--- src/rtl/esc_enc_pkg.sv ---
`timescale 1ns / 1ps

package esc_enc_pkg;

  localparam int CHAR_W      = 8;
  localparam int CFG_DATA_W  = 64;
  localparam int CFG_INDEX_W = 2;
  localparam int COUNT_W     = 4;
  localparam int QUEUE_DEPTH = 2;
  localparam int QUEUE_PTR_W = 1;
  localparam int QUEUE_CNT_W = 2;

  localparam logic [CFG_INDEX_W-1:0] REG_RAW_TABLE = 2'd0;
  localparam logic [CFG_INDEX_W-1:0] REG_RAW_COUNT = 2'd1;
  localparam logic [CFG_INDEX_W-1:0] REG_MAP_TABLE = 2'd2;
  localparam logic [CFG_INDEX_W-1:0] REG_MAP_COUNT = 2'd3;

  localparam logic [CFG_DATA_W-1:0] RAW_TABLE_RESET = 64'h0B09_0D0C_0A08_0700;
  localparam logic [CFG_DATA_W-1:0] MAP_TABLE_RESET = 64'h7674_726E_6261_3030;
  localparam logic [COUNT_W-1:0]    COUNT_RESET     = 4'd8;

  typedef enum logic [1:0] {
    K_PRINT = 2'd0,
    K_ESC   = 2'd1,
    K_HEX1  = 2'd2,
    K_HEX2  = 2'd3
  } kind_t;

  typedef struct packed {
    kind_t              kind;
    logic [CHAR_W-1:0]  data;
    logic               string_end;
  } cmd_t;

endpackage

--- src/rtl/esc_enc_in_if.sv ---
`timescale 1ns / 1ps

interface esc_enc_in_if;
  logic       valid;
  logic       ready;
  logic [7:0] in_byte;
  logic       string_end;

  modport source (output valid, output in_byte, output string_end, input ready);
  modport sink   (input valid, input in_byte, input string_end, output ready);
endinterface

--- src/rtl/esc_enc_out_if.sv ---
`timescale 1ns / 1ps

interface esc_enc_out_if;
  logic       valid;
  logic       ready;
  logic [7:0] out_char;
  logic       run_last;
  logic       ends_string;

  modport source (output valid, output out_char, output run_last, output ends_string,
                  input ready);
  modport sink   (input valid, input out_char, input run_last, input ends_string,
                  output ready);
endinterface

--- src/rtl/escape_char_encoder.sv ---
`timescale 1ns / 1ps
// The first character of an item passes through the command queue and then the output
// register on its way to the output.
// Throughput: one output character per cycle while the queue holds an item and the
// sink is ready; the back-end character sequencer sends 1 (printable), 2 (table
// escape), 4 or 5 (hex form) characters per item. Reset clears the command queue and
// the output register and restores the default tables and counts.
module escape_char_encoder
  import esc_enc_pkg::*;
#(
  parameter int TABLE_ENTRIES = 8
) (
  input  logic                   clk,
  input  logic                   rst,
  input  logic                   cfg_we,
  input  logic [CFG_INDEX_W-1:0] cfg_index,
  input  logic [CFG_DATA_W-1:0]  cfg_data,
  esc_enc_in_if.sink             in_ch,
  esc_enc_out_if.source          out_ch
);

  cmd_t wr_cmd;
  cmd_t head;
  logic push;
  logic pop;
  logic full;
  logic empty;

  esc_enc_front #(
    .TABLE_ENTRIES(TABLE_ENTRIES)
  ) u_front (
    .clk       (clk),
    .rst       (rst),
    .cfg_we    (cfg_we),
    .cfg_index (cfg_index),
    .cfg_data  (cfg_data),
    .in_ch     (in_ch),
    .queue_full(full),
    .push      (push),
    .cmd       (wr_cmd)
  );

  esc_enc_fifo u_fifo (
    .clk   (clk),
    .rst   (rst),
    .push  (push),
    .wr_cmd(wr_cmd),
    .full  (full),
    .pop   (pop),
    .rd_cmd(head),
    .empty (empty)
  );

  esc_enc_back u_back (
    .clk       (clk),
    .rst       (rst),
    .head      (head),
    .head_valid(!empty),
    .pop       (pop),
    .out_ch    (out_ch)
  );

endmodule

--- src/rtl/esc_enc_front.sv ---
`timescale 1ns / 1ps

module esc_enc_front
  import esc_enc_pkg::*;
#(
  parameter int TABLE_ENTRIES = 8
) (
  input  logic                   clk,
  input  logic                   rst,
  input  logic                   cfg_we,
  input  logic [CFG_INDEX_W-1:0] cfg_index,
  input  logic [CFG_DATA_W-1:0]  cfg_data,
  esc_enc_in_if.sink             in_ch,
  input  logic                   queue_full,
  output logic                   push,
  output cmd_t                   cmd
);

  localparam int TABLE_W = TABLE_ENTRIES * CHAR_W;
  localparam int IDX_W   = (TABLE_ENTRIES > 1) ? $clog2(TABLE_ENTRIES) : 1;
  localparam logic [COUNT_W-1:0] COUNT_MAX = COUNT_W'(TABLE_ENTRIES);
  localparam logic [TABLE_W-1:0] RAW_RESET = RAW_TABLE_RESET[TABLE_W-1:0];
  localparam logic [TABLE_W-1:0] MAP_RESET = MAP_TABLE_RESET[TABLE_W-1:0];

  logic [TABLE_W-1:0]       raw_table;
  logic [TABLE_W-1:0]       map_table;
  logic [COUNT_W-1:0]       raw_count;
  logic [COUNT_W-1:0]       map_count;
  logic [COUNT_W-1:0]       raw_lim;
  logic [COUNT_W-1:0]       map_lim;
  logic [TABLE_ENTRIES-1:0] hit;
  logic [IDX_W-1:0]         idx;
  logic                     printable;
  logic                     escaped;
  logic [CHAR_W-1:0]        letter;

  always_ff @(posedge clk) begin
    if (rst) begin
      raw_table <= RAW_RESET;
      map_table <= MAP_RESET;
      raw_count <= COUNT_RESET;
      map_count <= COUNT_RESET;
    end else if (cfg_we) begin
      unique case (cfg_index)
        REG_RAW_TABLE: raw_table <= cfg_data[TABLE_W-1:0];
        REG_RAW_COUNT: raw_count <= cfg_data[COUNT_W-1:0];
        REG_MAP_TABLE: map_table <= cfg_data[TABLE_W-1:0];
        REG_MAP_COUNT: map_count <= cfg_data[COUNT_W-1:0];
        default: ;
      endcase
    end
  end

  assign raw_lim = (raw_count > COUNT_MAX) ? COUNT_MAX : raw_count;
  assign map_lim = (map_count > COUNT_MAX) ? COUNT_MAX : map_count;

  always_comb begin
    for (int i = 0; i < TABLE_ENTRIES; i++) begin
      hit[i] = (raw_table[i*CHAR_W +: CHAR_W] == in_ch.in_byte) && (COUNT_W'(i) < raw_lim);
    end
  end

  // The lowest matching entry wins.
  always_comb begin
    idx = '0;
    for (int i = TABLE_ENTRIES - 1; i >= 0; i--) begin
      if (hit[i]) begin
        idx = IDX_W'(i);
      end
    end
  end

  assign letter    = map_table[idx*CHAR_W +: CHAR_W];
  assign escaped   = (|hit) && (COUNT_W'(idx) < map_lim);
  assign printable = (in_ch.in_byte >= 8'h20) && (in_ch.in_byte <= 8'h7E);

  always_comb begin
    cmd.string_end = in_ch.string_end;
    cmd.data       = in_ch.in_byte;
    if (printable) begin
      cmd.kind = K_PRINT;
    end else if (escaped) begin
      cmd.kind = K_ESC;
      cmd.data = letter;
    end else if (in_ch.in_byte[7:4] != 4'd0) begin
      cmd.kind = K_HEX2;
    end else begin
      cmd.kind = K_HEX1;
    end
  end

  assign in_ch.ready = !queue_full;
  assign push        = in_ch.valid && !queue_full;

endmodule

--- src/rtl/esc_enc_fifo.sv ---
`timescale 1ns / 1ps

module esc_enc_fifo
  import esc_enc_pkg::*;
(
  input  logic clk,
  input  logic rst,
  input  logic push,
  input  cmd_t wr_cmd,
  output logic full,
  input  logic pop,
  output cmd_t rd_cmd,
  output logic empty
);

  cmd_t                   slots [QUEUE_DEPTH];
  logic [QUEUE_PTR_W-1:0] wr_ptr;
  logic [QUEUE_PTR_W-1:0] rd_ptr;
  logic [QUEUE_CNT_W-1:0] count;

  assign full   = (count == QUEUE_CNT_W'(QUEUE_DEPTH));
  assign empty  = (count == '0);
  assign rd_cmd = slots[rd_ptr];

  always_ff @(posedge clk) begin
    if (push) begin
      slots[wr_ptr] <= wr_cmd;
    end
  end

  always_ff @(posedge clk) begin
    if (rst) begin
      wr_ptr <= '0;
      rd_ptr <= '0;
      count  <= '0;
    end else begin
      if (push) begin
        wr_ptr <= wr_ptr + 1'b1;
      end
      if (pop) begin
        rd_ptr <= rd_ptr + 1'b1;
      end
      if (push && !pop) begin
        count <= count + 1'b1;
      end else if (pop && !push) begin
        count <= count - 1'b1;
      end
    end
  end

endmodule

--- src/rtl/esc_enc_back.sv ---
`timescale 1ns / 1ps

module esc_enc_back
  import esc_enc_pkg::*;
(
  input  logic        clk,
  input  logic        rst,
  input  cmd_t        head,
  input  logic        head_valid,
  output logic        pop,
  esc_enc_out_if.source out_ch
);

  localparam logic [CHAR_W-1:0] CH_BACKSLASH = 8'h5C;
  localparam logic [CHAR_W-1:0] CH_ZERO      = 8'h30;
  localparam logic [CHAR_W-1:0] CH_X         = 8'h78;

  function automatic logic [CHAR_W-1:0] hex_digit(input logic [3:0] nib);
    logic [CHAR_W-1:0] c;
    if (nib < 4'd10) begin
      c = CH_ZERO + CHAR_W'(nib);
    end else begin
      c = 8'h61 + CHAR_W'(nib - 4'd10);
    end
    return c;
  endfunction

  logic [2:0]        seq;
  logic [2:0]        run_len;
  logic [CHAR_W-1:0] char_next;
  logic              is_last;
  logic              load;
  logic              out_valid;
  logic [CHAR_W-1:0] out_char;
  logic              run_last;
  logic              ends_string;

  always_comb begin
    unique case (head.kind)
      K_PRINT: run_len = 3'd1;
      K_ESC:   run_len = 3'd2;
      K_HEX1:  run_len = 3'd4;
      K_HEX2:  run_len = 3'd5;
      default: run_len = 3'd1;
    endcase
  end

  always_comb begin
    char_next = head.data;
    unique case (head.kind) inside
      K_PRINT: char_next = head.data;
      K_ESC:   char_next = (seq == 3'd0) ? CH_BACKSLASH : head.data;
      K_HEX1, K_HEX2: begin
        case (seq)
          3'd0:    char_next = CH_BACKSLASH;
          3'd1:    char_next = CH_ZERO;
          3'd2:    char_next = CH_X;
          3'd3:    char_next = (head.kind == K_HEX2) ? hex_digit(head.data[7:4])
                                                     : hex_digit(head.data[3:0]);
          default: char_next = hex_digit(head.data[3:0]);
        endcase
      end
      default: char_next = head.data;
    endcase
  end

  assign is_last = (seq == run_len - 3'd1);
  assign load    = head_valid && (!out_valid || out_ch.ready);
  assign pop     = load && is_last;

  always_ff @(posedge clk) begin
    if (rst) begin
      out_valid <= 1'b0;
      seq       <= '0;
    end else begin
      if (load) begin
        out_valid <= 1'b1;
        seq       <= is_last ? 3'd0 : seq + 3'd1;
      end else if (out_ch.ready) begin
        out_valid <= 1'b0;
      end
    end
  end

  always_ff @(posedge clk) begin
    if (load) begin
      out_char    <= char_next;
      run_last    <= is_last;
      ends_string <= is_last && head.string_end;
    end
  end

  assign out_ch.valid       = out_valid;
  assign out_ch.out_char    = out_char;
  assign out_ch.run_last    = run_last;
  assign out_ch.ends_string = ends_string;

  a_end_on_last: assert property (@(posedge clk) disable iff (rst)
    out_valid |-> (!ends_string || run_last))
    else $error("ends_string set on a character that does not close its run");

  a_seq_in_run: assert property (@(posedge clk) disable iff (rst)
    head_valid |-> (seq < run_len))
    else $error("character counter ran past the length of the run");

  a_run_holds_head: assert property (@(posedge clk) disable iff (rst)
    (load && !is_last) |=> head_valid)
    else $error("queue head left before its run was finished");

endmodule

--- src/flat_wrapper.sv ---
// flat-port wrapper written by rule: the top's interface ports become plain ports
module escape_char_encoder_flat import esc_enc_pkg::*;
#(
  parameter int TABLE_ENTRIES = 8
)
  (clk, rst, cfg_we, cfg_index, cfg_data, in_ch_valid, in_ch_in_byte, in_ch_string_end, in_ch_ready, out_ch_valid, out_ch_out_char, out_ch_run_last, out_ch_ends_string, out_ch_ready);
  esc_enc_in_if in_ch_i ();
  esc_enc_out_if out_ch_i ();
  input  logic clk;
  input  logic rst;
  input  logic cfg_we;
  input  logic [CFG_INDEX_W-1:0] cfg_index;
  input  logic [CFG_DATA_W-1:0] cfg_data;
  input wire logic [$bits(in_ch_i.valid)-1:0] in_ch_valid;
  input wire logic [$bits(in_ch_i.in_byte)-1:0] in_ch_in_byte;
  input wire logic [$bits(in_ch_i.string_end)-1:0] in_ch_string_end;
  output wire logic [$bits(in_ch_i.ready)-1:0] in_ch_ready;
  output wire logic [$bits(out_ch_i.valid)-1:0] out_ch_valid;
  output wire logic [$bits(out_ch_i.out_char)-1:0] out_ch_out_char;
  output wire logic [$bits(out_ch_i.run_last)-1:0] out_ch_run_last;
  output wire logic [$bits(out_ch_i.ends_string)-1:0] out_ch_ends_string;
  input wire logic [$bits(out_ch_i.ready)-1:0] out_ch_ready;
  assign in_ch_i.valid = in_ch_valid;
  assign in_ch_i.in_byte = in_ch_in_byte;
  assign in_ch_i.string_end = in_ch_string_end;
  assign in_ch_ready = in_ch_i.ready;
  assign out_ch_valid = out_ch_i.valid;
  assign out_ch_out_char = out_ch_i.out_char;
  assign out_ch_run_last = out_ch_i.run_last;
  assign out_ch_ends_string = out_ch_i.ends_string;
  assign out_ch_i.ready = out_ch_ready;
  escape_char_encoder #(.TABLE_ENTRIES(TABLE_ENTRIES)) u_core (.clk(clk), .rst(rst), .cfg_we(cfg_we), .cfg_index(cfg_index), .cfg_data(cfg_data), .in_ch(in_ch_i), .out_ch(out_ch_i));
endmodule
--- config.mk ---
export PLATFORM = sky130hd
export DESIGN_NAME = escape_char_encoder_flat
export DESIGN_NICKNAME = d
export VERILOG_FILES = /design/src/rtl/esc_enc_pkg.sv /design/src/rtl/esc_enc_in_if.sv /design/src/rtl/esc_enc_out_if.sv /design/src/rtl/escape_char_encoder.sv /design/src/rtl/esc_enc_front.sv /design/src/rtl/esc_enc_fifo.sv /design/src/rtl/esc_enc_back.sv /design/src/flat_wrapper.sv
export SDC_FILE = /design/constraint.sdc
export NUM_CORES = 1
export LEC_CHECK = 0
export BUFFER_PORTS_ARGS = -buffer_cell sky130_fd_sc_hd__buf_2
export CELL_PAD_IN_SITES_DETAIL_PLACEMENT = 1
export CELL_PAD_IN_SITES_GLOBAL_PLACEMENT = 1
export CORE_ASPECT_RATIO = 1.25
export CORE_MARGIN = 2
export CORE_UTILIZATION = 35
export DETAILED_ROUTE_END_ITERATION = 7
export PLACE_DENSITY_LB_ADDON = 0.3
export SLEW_MARGIN = 5
export SYNTH_ARGS = -nofsm -noshare
export SYNTH_HDL_FRONTEND = slang
export SYNTH_SLANG_ARGS = --single-unit
--- constraint.sdc ---
create_clock -name clk -period 3.4 [get_ports clk]
set_clock_uncertainty 0.05 [all_clocks]
set_input_delay 0.68 -clock clk [delete_from_list [all_inputs] [get_ports clk]]
set_output_delay 0.68 -clock clk [all_outputs]
set_load 0.005 [all_outputs]
-- Word level (Yosys, flattened, before mapping)
Memories as Yosys holds them, arrays and structs flattened. A register that Yosys moved wholly into a read port is not among the register bits.
Cells that the tools add are included.
- memory bits (writable): 22
- memories: 1
- logic and storage cells: 126
- bits in registers: 154
- memories (name ; depth ; width ; rd ports ; clocked after Yosys merged registers in ; write ports ; line ; text):
    u_core.u_fifo.slots ; 2 ; 11 ; 1 ; 1 ; 1 ; esc_enc_fifo.sv:16 ; cmd_t slots [QUEUE_DEPTH];
- add/subtract/negate cells: 12
- reductions and logical operators: 35
- equality and inequality tests: 19
- mux-type cells: 31
- $lt $le $gt $ge: 15
- shift-type cells: 1
- operators with widths (cell ; number):
    $eq A8 B8 Y1 ; 8
    $shiftx A64 B7 Y8 ; 1
    $mux W8 ; 6
    $pmux W8 S4 ; 1
    $mux W3 ; 9
    $add A7 B8 Y8 const A ; 2
    $logic_and A1 B1 Y1 ; 16
    $lt A3 B4 Y1 const A ; 4
    $pmux W8 S2 ; 1
    $add A6 B4 Y7 const A ; 2
    $pmux W3 S4 ; 1
    $eq A2 B2 Y1 const B ; 5
    $sub A4 B4 Y5 const B ; 2
    $ge A8 B6 Y1 const B ; 1
    $gt A4 B4 Y1 const B ; 2
    $le A8 B7 Y1 const B ; 1
    $lt A1 B4 Y1 const A ; 2
    $lt A2 B4 Y1 const A ; 2
    $lt A4 B4 Y1 const B ; 2
    $mux W2 ; 4
    $mux W4 ; 2
    $reduce_and A2 Y1 ; 4
    $reduce_or A8 Y1 ; 1
    $mux W1 ; 7
    17 further kinds ; 27

-- Logic depth before layout (Yosys ltp)
Gate-level depths: netlist (run 1).
- depth in word-level cells: 16
- depth in mapped cells: 15

-- By module
A second synthesis (run 1) with hierarchy kept.
- cell total of the unflattened synthesis: 1005
- area total of the unflattened synthesis: 8842.2 µm²
- modules (own cells, without submodules) (module ; instances ; seq. area each (µm²) ; cells an instance ; area an instance (µm²)):
    esc_enc_front ; 1 ; 2722.6 ; 799 ; 6560.0
    esc_enc_back ; 1 ; 380.4 ; 149 ; 1281.2
    esc_enc_fifo ; 1 ; 760.7 ; 56 ; 997.2
    escape_char_encoder ; 1 ; 0.0 ; 1 ; 3.8

-- Worst setup path after synthesis (run 1)
Ideal clock, no wire load.
- kind: input to register
- start point: input port in_ch_in_byte[0]
- end point: memory u_core.u_fifo.slots[0][1] (netlist bit) (data pin)
- setup time: 0.284 ns
- slack: -0.184 ns
- arrival time: 3.250 ns
- required time: 3.066 ns
- stages on the path: 13
- cells stage by stage: buf_2 > xnor2_1 > nand4_1 > o41ai_2 > nor2b_1 > o21ba_2 > buf_2 > buf_2 > ha_1 > nor4b_1 > o21ai_0 > nor2_1 > a31oi_1
- RTL lines (element ; line ; text):
    start, declared ; flat_wrapper.sv:15 ; input wire logic [$bits(in_ch_i.in_byte)-1:0] in_ch_in_byte;
    end, declared ; esc_enc_fifo.sv:16 ;

==> metrics.yaml, run 1 <==
grt:
  grt_pass1_vias: 7843
  grt_pass1_wl_um: 43030
  grt_max_degree: 69
  grt_usage: 0.2080
  grt_overflow: 0
  antenna_found_initial: 0
die:
  fp.dieW_um: 145.8
  dieArea_sq_um: 26420
  core_area_sq_um: 24580
  dieHeight_um: 181.2
  io-pin-count: 92
  initial_core_util: 0.3577
  std_cell_rows: 64
clock_network:
  cts_buffers: 17
  post_cts_resize_count: 0
  clock_sinks: 177
  root_buffer: "clkbuf_16"
  cts_tree: "built"
  clk_path_buf_depth: 2
  cts_setup_buffers: 0
  clock_latency_ns: 0.45
  clk_pin_slew_worst_paths_ns: 0.07
  cts_hold_buffers: 0
  h-tree-depth: 4
logic_synthesis:
  synth.net_count: 1124
  ys_ff_latch: 177
  synth_area_per_cell_sq_um: 8.572
  synth_cells: 1026
  synth_warnings: 0
  synthesis.area_sq_um: 8795
  synth_cell_types: 60
  ys.flop_type: "dfxtp_1"
  synthArstFlopShare: 0
  ys_seq_area_frac: 0.4393
  synth_edf_count: 32
drt:
  antenna_left: 0
  drt-pass1-iter-count: 4
  vias: 7452
  totalWireLength_um: 26900
  via_per_inst: 5.059
  wl_per_cell_um: 18.26
  drtIter0Drc: 327
  drcViolationCount: 0
sta:
  finalHoldViolCount: 0
  setup_violations: 0
  slew_headroom: 0.2424
  min_period_ns: 3.132
  hold_slack_ns: 0.4044
  tightestPinTransition_ns: 1.128
  fmax_mhz: 319.3
  rsz0062_at_grt: "no"
  drv_slew: 0
  period_share: 0.9213
setup_path:
  regToRegEndpoint: "u_core.u_fifo.slots[0][2]"
  critical_path.max_fanout: 9
  max_stage_delay_ns: 0.44
  startpoint_type: "primary input"
  endpoint_kind: "register"
  critPathArrivalTime_ns: 3.35
  rr_startpoint: "u_core.u_front.raw_count[2]"
  crit_top_cell: "o21ba_2"
  critPathKind: "primary input to register"
  r2r_slack_ns: 0.35
  critPathRequiredTime_ns: 3.61
  rr_worst_depth: 11
  crit_chain: "buf_2 -> xnor2_1 -> nand2_1 -> o41ai_4 -> nor2b_2 -> o21ba_2 -> ha_1 -> nor4b_2 -> o21ai_1 -> buf_4 -> o21ba_2 -> a31oi_1"
  slowest_stage: "o41ai_4"
worst_hold_path:
  hp-start: "u_core.u_front.map_table[32]"
  holdPathEnd: "u_core.u_front.map_table[32]"
  hp-class: "register to register"
  min_path_cells: 2
finish:
  fin_nets: 1228
  n_fill_cell: 2974
  stdcell_area_sq_um: 10510
  n_antenna_cell: 0
  drive_gt1_frac: 0.1951
  multiInputGateArea_sq_um: 4588
  seqCellArea_sq_um: 3864
  synthToLayoutAreaGrowth_pct: 19.49
pwr:
  p_per_area_nw_per_um2: 595.9
  ir_drop_uv: 381.8
  p_leak_uw: 0.004173
status:
  status: "completed"
job:
  maxCapViolCount: 0
placed_design:
  hpwl_um: 19570
  port_buffers: 91
  finalWeightedCongestion: 0.8787
  dpl_cell_area_sq_um: 9923
-- where the power goes --
part | total [uW] | switching (uW) | internal [uW]
clock network | 1970 | 883 | 1090
logic | 1760 | 1020 | 735
registers | 2530 | 124 | 2410
total | 6260 | 2030 | 4240
-- worst max-delay path, delay by kind of cell --
kind            cells  cell delay [ns]
compound gates      5             1.23
buf+inv             2             0.53
simple gates        3             0.49
fa+ha+maj           1             0.22
xor+xnor            1             0.20
-- cells in the mapped netlist, types with 4 or more instances --
cell type,n,share of area
nand2b_1,4,0.0028
o211ai_1,10,0.0085
inv_1,20,0.0085
a21oi_1,107,0.061
o21a_1,4,0.0034
xor2_1,43,0.043
nand3b_1,48,0.041
nor2_1,37,0.016
o21ai_0,15,0.0085
nand4_1,8,0.0057
ha_1,18,0.026
nor4_1,9,0.0064
dfxtp_1,145,0.33
mux2_1,4,0.0051
nand2_1,282,0.12
edfxtp_1,32,0.11
mux2i_1,32,0.036
a31oi_1,11,0.0078
nor3_1,12,0.0068
a22oi_1,4,0.0034
buf_2,9,0.0051
or2_2,4,0.0028
nand3_1,8,0.0046
clkbuf_1,51,0.022
o21ai_1,6,0.0034
xnor2_1,35,0.035
o21ba_2,8,0.0091
mux2_2,13,0.017
-- per-layer routing --
metal	GRT usage	wire, um
met1	0.2498	11640
met2	0.3777	14010
met3	0.03333	694
met4	0.06627	547
met5	0	0
-- placed cells by master, fill, tap and decap left out, drive strengths merged, types with 32 or more instances in the layout --
| master | synthesis | final |
|---|---|---|
| mux2i | 32 | 32 |
| dfxtp | 145 | 145 |
| nand2 | 282 | 282 |
| xor2 | 44 | 44 |
| edfxtp | 32 | 32 |
| a21oi | 107 | 107 |
| xnor2 | 35 | 35 |
| nand3b | 48 | 48 |
| nor2 | 38 | 38 |
| buf | 15 | 151 |
-- registers in the layout (all words and copies together), names as in the netlist, named ones only --
signal                            flops
u_core.u_back.out_ch.out_char         8
u_core.u_front.map_table             64
u_core.u_back.out_ch.run_last         1
u_core.u_back.out_ch.valid            1
u_core.u_front.map_count              4
u_core.u_back.seq                     3
u_core.u_front.raw_table             64
u_core.u_fifo.count                   2
u_core.u_fifo.rd_ptr                  1
u_core.u_fifo.wr_ptr                  1
u_core.u_back.out_ch.ends_string      1
u_core.u_front.raw_count              4
u_core.u_fifo.slots                  22
-- kinds of logic (layout without fill, tap and decap cells) --
group	after synthesis	after routing	share of synthesized area
muxes	49	49	0.05819
buffers and inverters	86	203	0.04325
adders and majority gates	18	18	0.02561
AOI/OAI and AO/OA	191	191	0.1346
xor gates and xnor gates	79	79	0.07953
and+or+nand+nor	426	426	0.2195
DFF	177	177	0.4393
-- cell type report --
type | count | area share
clock buffer | 17 | 0.04048
clock inverter | 15 | 0.01524
inverter | 20 | 0.007144
multi-input combinational | 763 | 0.4366
sequential | 177 | 0.3677
tap | 330 | 0.03929
timing repair buffer | 151 | 0.09358
-- worst max-delay path by stage --
| stage | from | end | cells past startpoint |
|---|---|---|---|
| 2_1_floorplan | in_ch_in_byte[5] | u_core.u_fifo.slots[0][1] | 14 |
| 3_3_place_gp | in_ch_in_byte[2] | u_core.u_fifo.slots[1][8] | 11 |
| 3_5_place_dp | in_ch_in_byte[2] | u_core.u_fifo.slots[0][2] | 12 |
| 4_1_cts | in_ch_in_byte[2] | u_core.u_fifo.slots[0][2] | 12 |
| 5_1_grt | in_ch_in_byte[6] | u_core.u_fifo.slots[0][2] | 13 |
| 6_report | in_ch_in_byte[2] | u_core.u_fifo.slots[0][2] | 12 |
-- through the flow --
| step | util | power [uW] | std cells | setup TNS [ns] | worst slack, ns |
|---|---|---|---|---|---|
| global route | 0.4275 | 6627 | 1473 | 0 | 0.06779 |
| floorplan | - | 3776 | 1026 | 0 | 0.006733 |
| global placement | 0.4037 | 4297 | 1441 | -1.696 | -0.1394 |
| finish | 0.4275 | 6262 | 1473 | 0 | 0.2677 |
| CTS | 0.4275 | 6323 | 1473 | 0 | 0.2852 |
| detailed placement | 0.4037 | 4352 | 1441 | -2.712 | -0.1891 |
No activity file was read; power rests on OpenSTA's default activity.
==> inputs of run 2 (changes only) <==
--- a/config.mk
+++ b/config.mk
@@ -6,12 +6,13 @@
 export NUM_CORES = 1
 export LEC_CHECK = 0
 export BUFFER_PORTS_ARGS = -buffer_cell sky130_fd_sc_hd__buf_2
-export CELL_PAD_IN_SITES_DETAIL_PLACEMENT = 1
+export CELL_PAD_IN_SITES_DETAIL_PLACEMENT = 0
 export CELL_PAD_IN_SITES_GLOBAL_PLACEMENT = 1
 export CORE_ASPECT_RATIO = 1.25
 export CORE_MARGIN = 2
 export CORE_UTILIZATION = 35
 export DETAILED_ROUTE_END_ITERATION = 7
+export GPL_TIMING_DRIVEN = 0
 export PLACE_DENSITY_LB_ADDON = 0.3
 export SLEW_MARGIN = 5
 export SYNTH_ARGS = -nofsm -noshare
==> metrics.yaml, run 2 (synthesis results as in run 1) <==
status:
  status: "completed"
drt:
  drt-pass1-iter-count: 5  # +1
  via_per_inst: 5.020  # -0.77%
  wl_per_cell_um: 18.21  # -0.30%
  totalWireLength_um: 26960  # +0.24%
  drtIter0Drc: 411  # +26%
  drcViolationCount: 0  # unchanged
  antenna_left: 0  # unchanged
  vias: 7435  # -0.23%
finish:
  layoutNonFillerInstCount: 1481  # +0.54%
  drive_gt1_frac: 0.1781  # -0.01699
  mostFrequentLayoutCells: "nand2_1 (280), dfxtp_1 (142), a21oi_1 (107), buf_2 (87), clkbuf_1 (51)"
  layout_commonest_cell: "nand2_1"
  reg_top3: "u_core.u_front.map_table (64), u_core.u_front.raw_table (64), u_core.u_fifo.slots (22)"
  synthToLayoutAreaGrowth_pct: 20.12
  stdcell_area_sq_um: 10560  # +0.52%
  n_antenna_cell: 0  # unchanged
  fin_nets: 1236  # +0.65%
grt:
  grt_max_degree: 17  # -75%
  grt_overflow: 0  # unchanged
  grt_usage: 0.2047  # -0.003337
  grt_pass1_wl_um: 41280  # -4.1%
  grt_pass1_vias: 7302  # -6.9%
  antenna_found_initial: 0  # unchanged
die:
  initial_core_util: 0.3577  # unchanged
  fp.dieW_um: 145.8  # unchanged
  dieArea_sq_um: 26420  # unchanged
  dieHeight_um: 181.2  # unchanged
  core_area_sq_um: 24580  # unchanged
  io-pin-count: 92  # unchanged
  std_cell_rows: 64  # unchanged
clock_network:
  cts_tree: "built"
  root_buffer: "clkbuf_16"
  clk_pin_slew_worst_paths_ns: 0.07  # about the same
  h-tree-depth: 4  # unchanged
  clock_sinks: 177  # unchanged
  clk_path_buf_depth: 2  # unchanged
  cts_buffers: 17  # unchanged
  clock_latency_ns: 0.44  # about the same
sta:
  fmax_mhz: 302.6  # -5.2%
  min_period_ns: 3.305  # +0.1724 ns
  drv_slew: 0  # unchanged
  hold_slack_ns: 0.3963  # -0.008157 ns
  slew_headroom: 0.1973  # -0.04512
  setup_ws_ns: 0.09533  # -0.1724 ns
  tns_ns: 0  # unchanged
  setup_violations: 0  # unchanged
  finalHoldViolCount: 0  # unchanged
  rsz0062_at_grt: "no"
  tightestPinTransition_ns: 1.195  # +0.06716 ns
  period_share: 0.9720  # +0.05069
setup_path:
  slowest_stage: "mux2_1"
  critPathRequiredTime_ns: 3.52  # -0.09 ns
  crit_chain: "buf_2 -> buf_12 -> xor2_1 -> nor4_2 -> nand4_1 -> buf_4 -> buf_4 -> o22ai_2 -> nor2_4 -> buf_4 -> mux2_1 -> o211ai_1 -> a31oi_4"
  path_delay_family: "buffers and inverters"
  critPathKind: "primary input to register"
  worst-path-buf-inv: 5  # +3
  critPathArrivalTime_ns: 3.43  # +0.08 ns
  max_stage_delay_ns: 0.35  # -0.09 ns
  endpoint_kind: "register"
  startpoint_type: "primary input"
  crit_top_cell: "buf_4"
  critical_path.max_fanout: 10  # +1
placed_design:
  hpwl_um: 20180  # +3.1%
  dpl_cell_area_sq_um: 9676  # -2.5%
  pre_cts_slack_ns: -0.8661  # -0.6770 ns
  dp_cells: 1442  # +0.069%
  finalWeightedCongestion: 0.8950  # +1.9%
  port_buffers: 86  # -5.5%
pwr:
  p_per_area_nw_per_um2: 590.2  # -0.95%
  p_leak_uw: 0.004058  # -2.8%
  ir_drop_uv: 357.4  # -6.4%
job:
  maxCapViolCount: 0  # unchanged
worst_hold_path:
  hp-class: "primary input to register"
==> run 2: cell types whose count changed in the layout (fill, tap and decap cells not counted), sizes merged <==
cell    before  now
clkbuf      17   71
inv         23   24
bufinv       2    1
buf        151  109
clkinv       8    4
==> run 2: power breakdown <==
group | switching [uW] | internal (uW)
registers | 102 | 2410
logic | 1050 | 725
clock network | 876 | 1070
total | 2030 | 4210
==> run 2: per-stage QoR <==
stage	total power (uW)	util
2_1_floorplan	3776	-
3_3_place_gp	4265	0.3936
3_5_place_dp	4283	0.3936
4_1_cts	6233	0.4236
5_1_grt	6595	0.4297
6_report	6235	0.4297
==> run 2: worst paths after layout <==
kind / start / slack [ns] / depth (start not counted) / to
max reg2reg: u_core.u_front.raw_count[3] / 0.16 / 9 / u_core.u_fifo.slots[0][5]
min: in_ch_string_end / 0.40 / 1 / u_core.u_fifo.slots[0][0]
min reg2reg: u_core.u_front.map_table[14] / 0.41 / 2 / u_core.u_front.map_table[14]
max: in_ch_in_byte[4] / 0.1 / 13 / u_core.u_fifo.slots[0][5]
==> run 2: area by class of cell <==
type                    instances  area, sq um
multi-input cells             763         4785
plain buffers                  64        341.6
clock inverters                11        101.3
fillers                      2528        14020
flip-flops and latches        177         3867
clock buffers                  21        470.5
repair buffers                 95        510.5
inverters                      20        75.07
well taps                     330        412.9
==> run 2: per-layer routing <==
metal	up-vias	track usage	routed length (um)
met5	-	0	0
met4	0	0.07451	786
met3	41	0.03359	1023
met2	173	0.3700	13830
met1	3514	0.2429	11330
li1	3707	-	-
==> run 2: worst register-to-register path, stage by stage, from the launching register on <==
cell and delay [ns]:
dfxtp_2 0.54, a21oi_1 0.19, nor4_1 0.28, nand3_1 0.28, a21oi_1 0.57, nor2_4 0.10
buf_4 0.22, mux2_1 0.35, o211ai_1 0.27, a31oi_4 0.13
==> run 2: what timing repair did <==
item / 4_1_cts / 5_1_grt
pin swaps: 7 / 9
hold buffers: 0 / 0
setup buffers: 5 / 4
gates resized for setup: 30 / 17
hold endpoints to repair: 0 / 0
endpoints found under the setup margin: 21 / 21
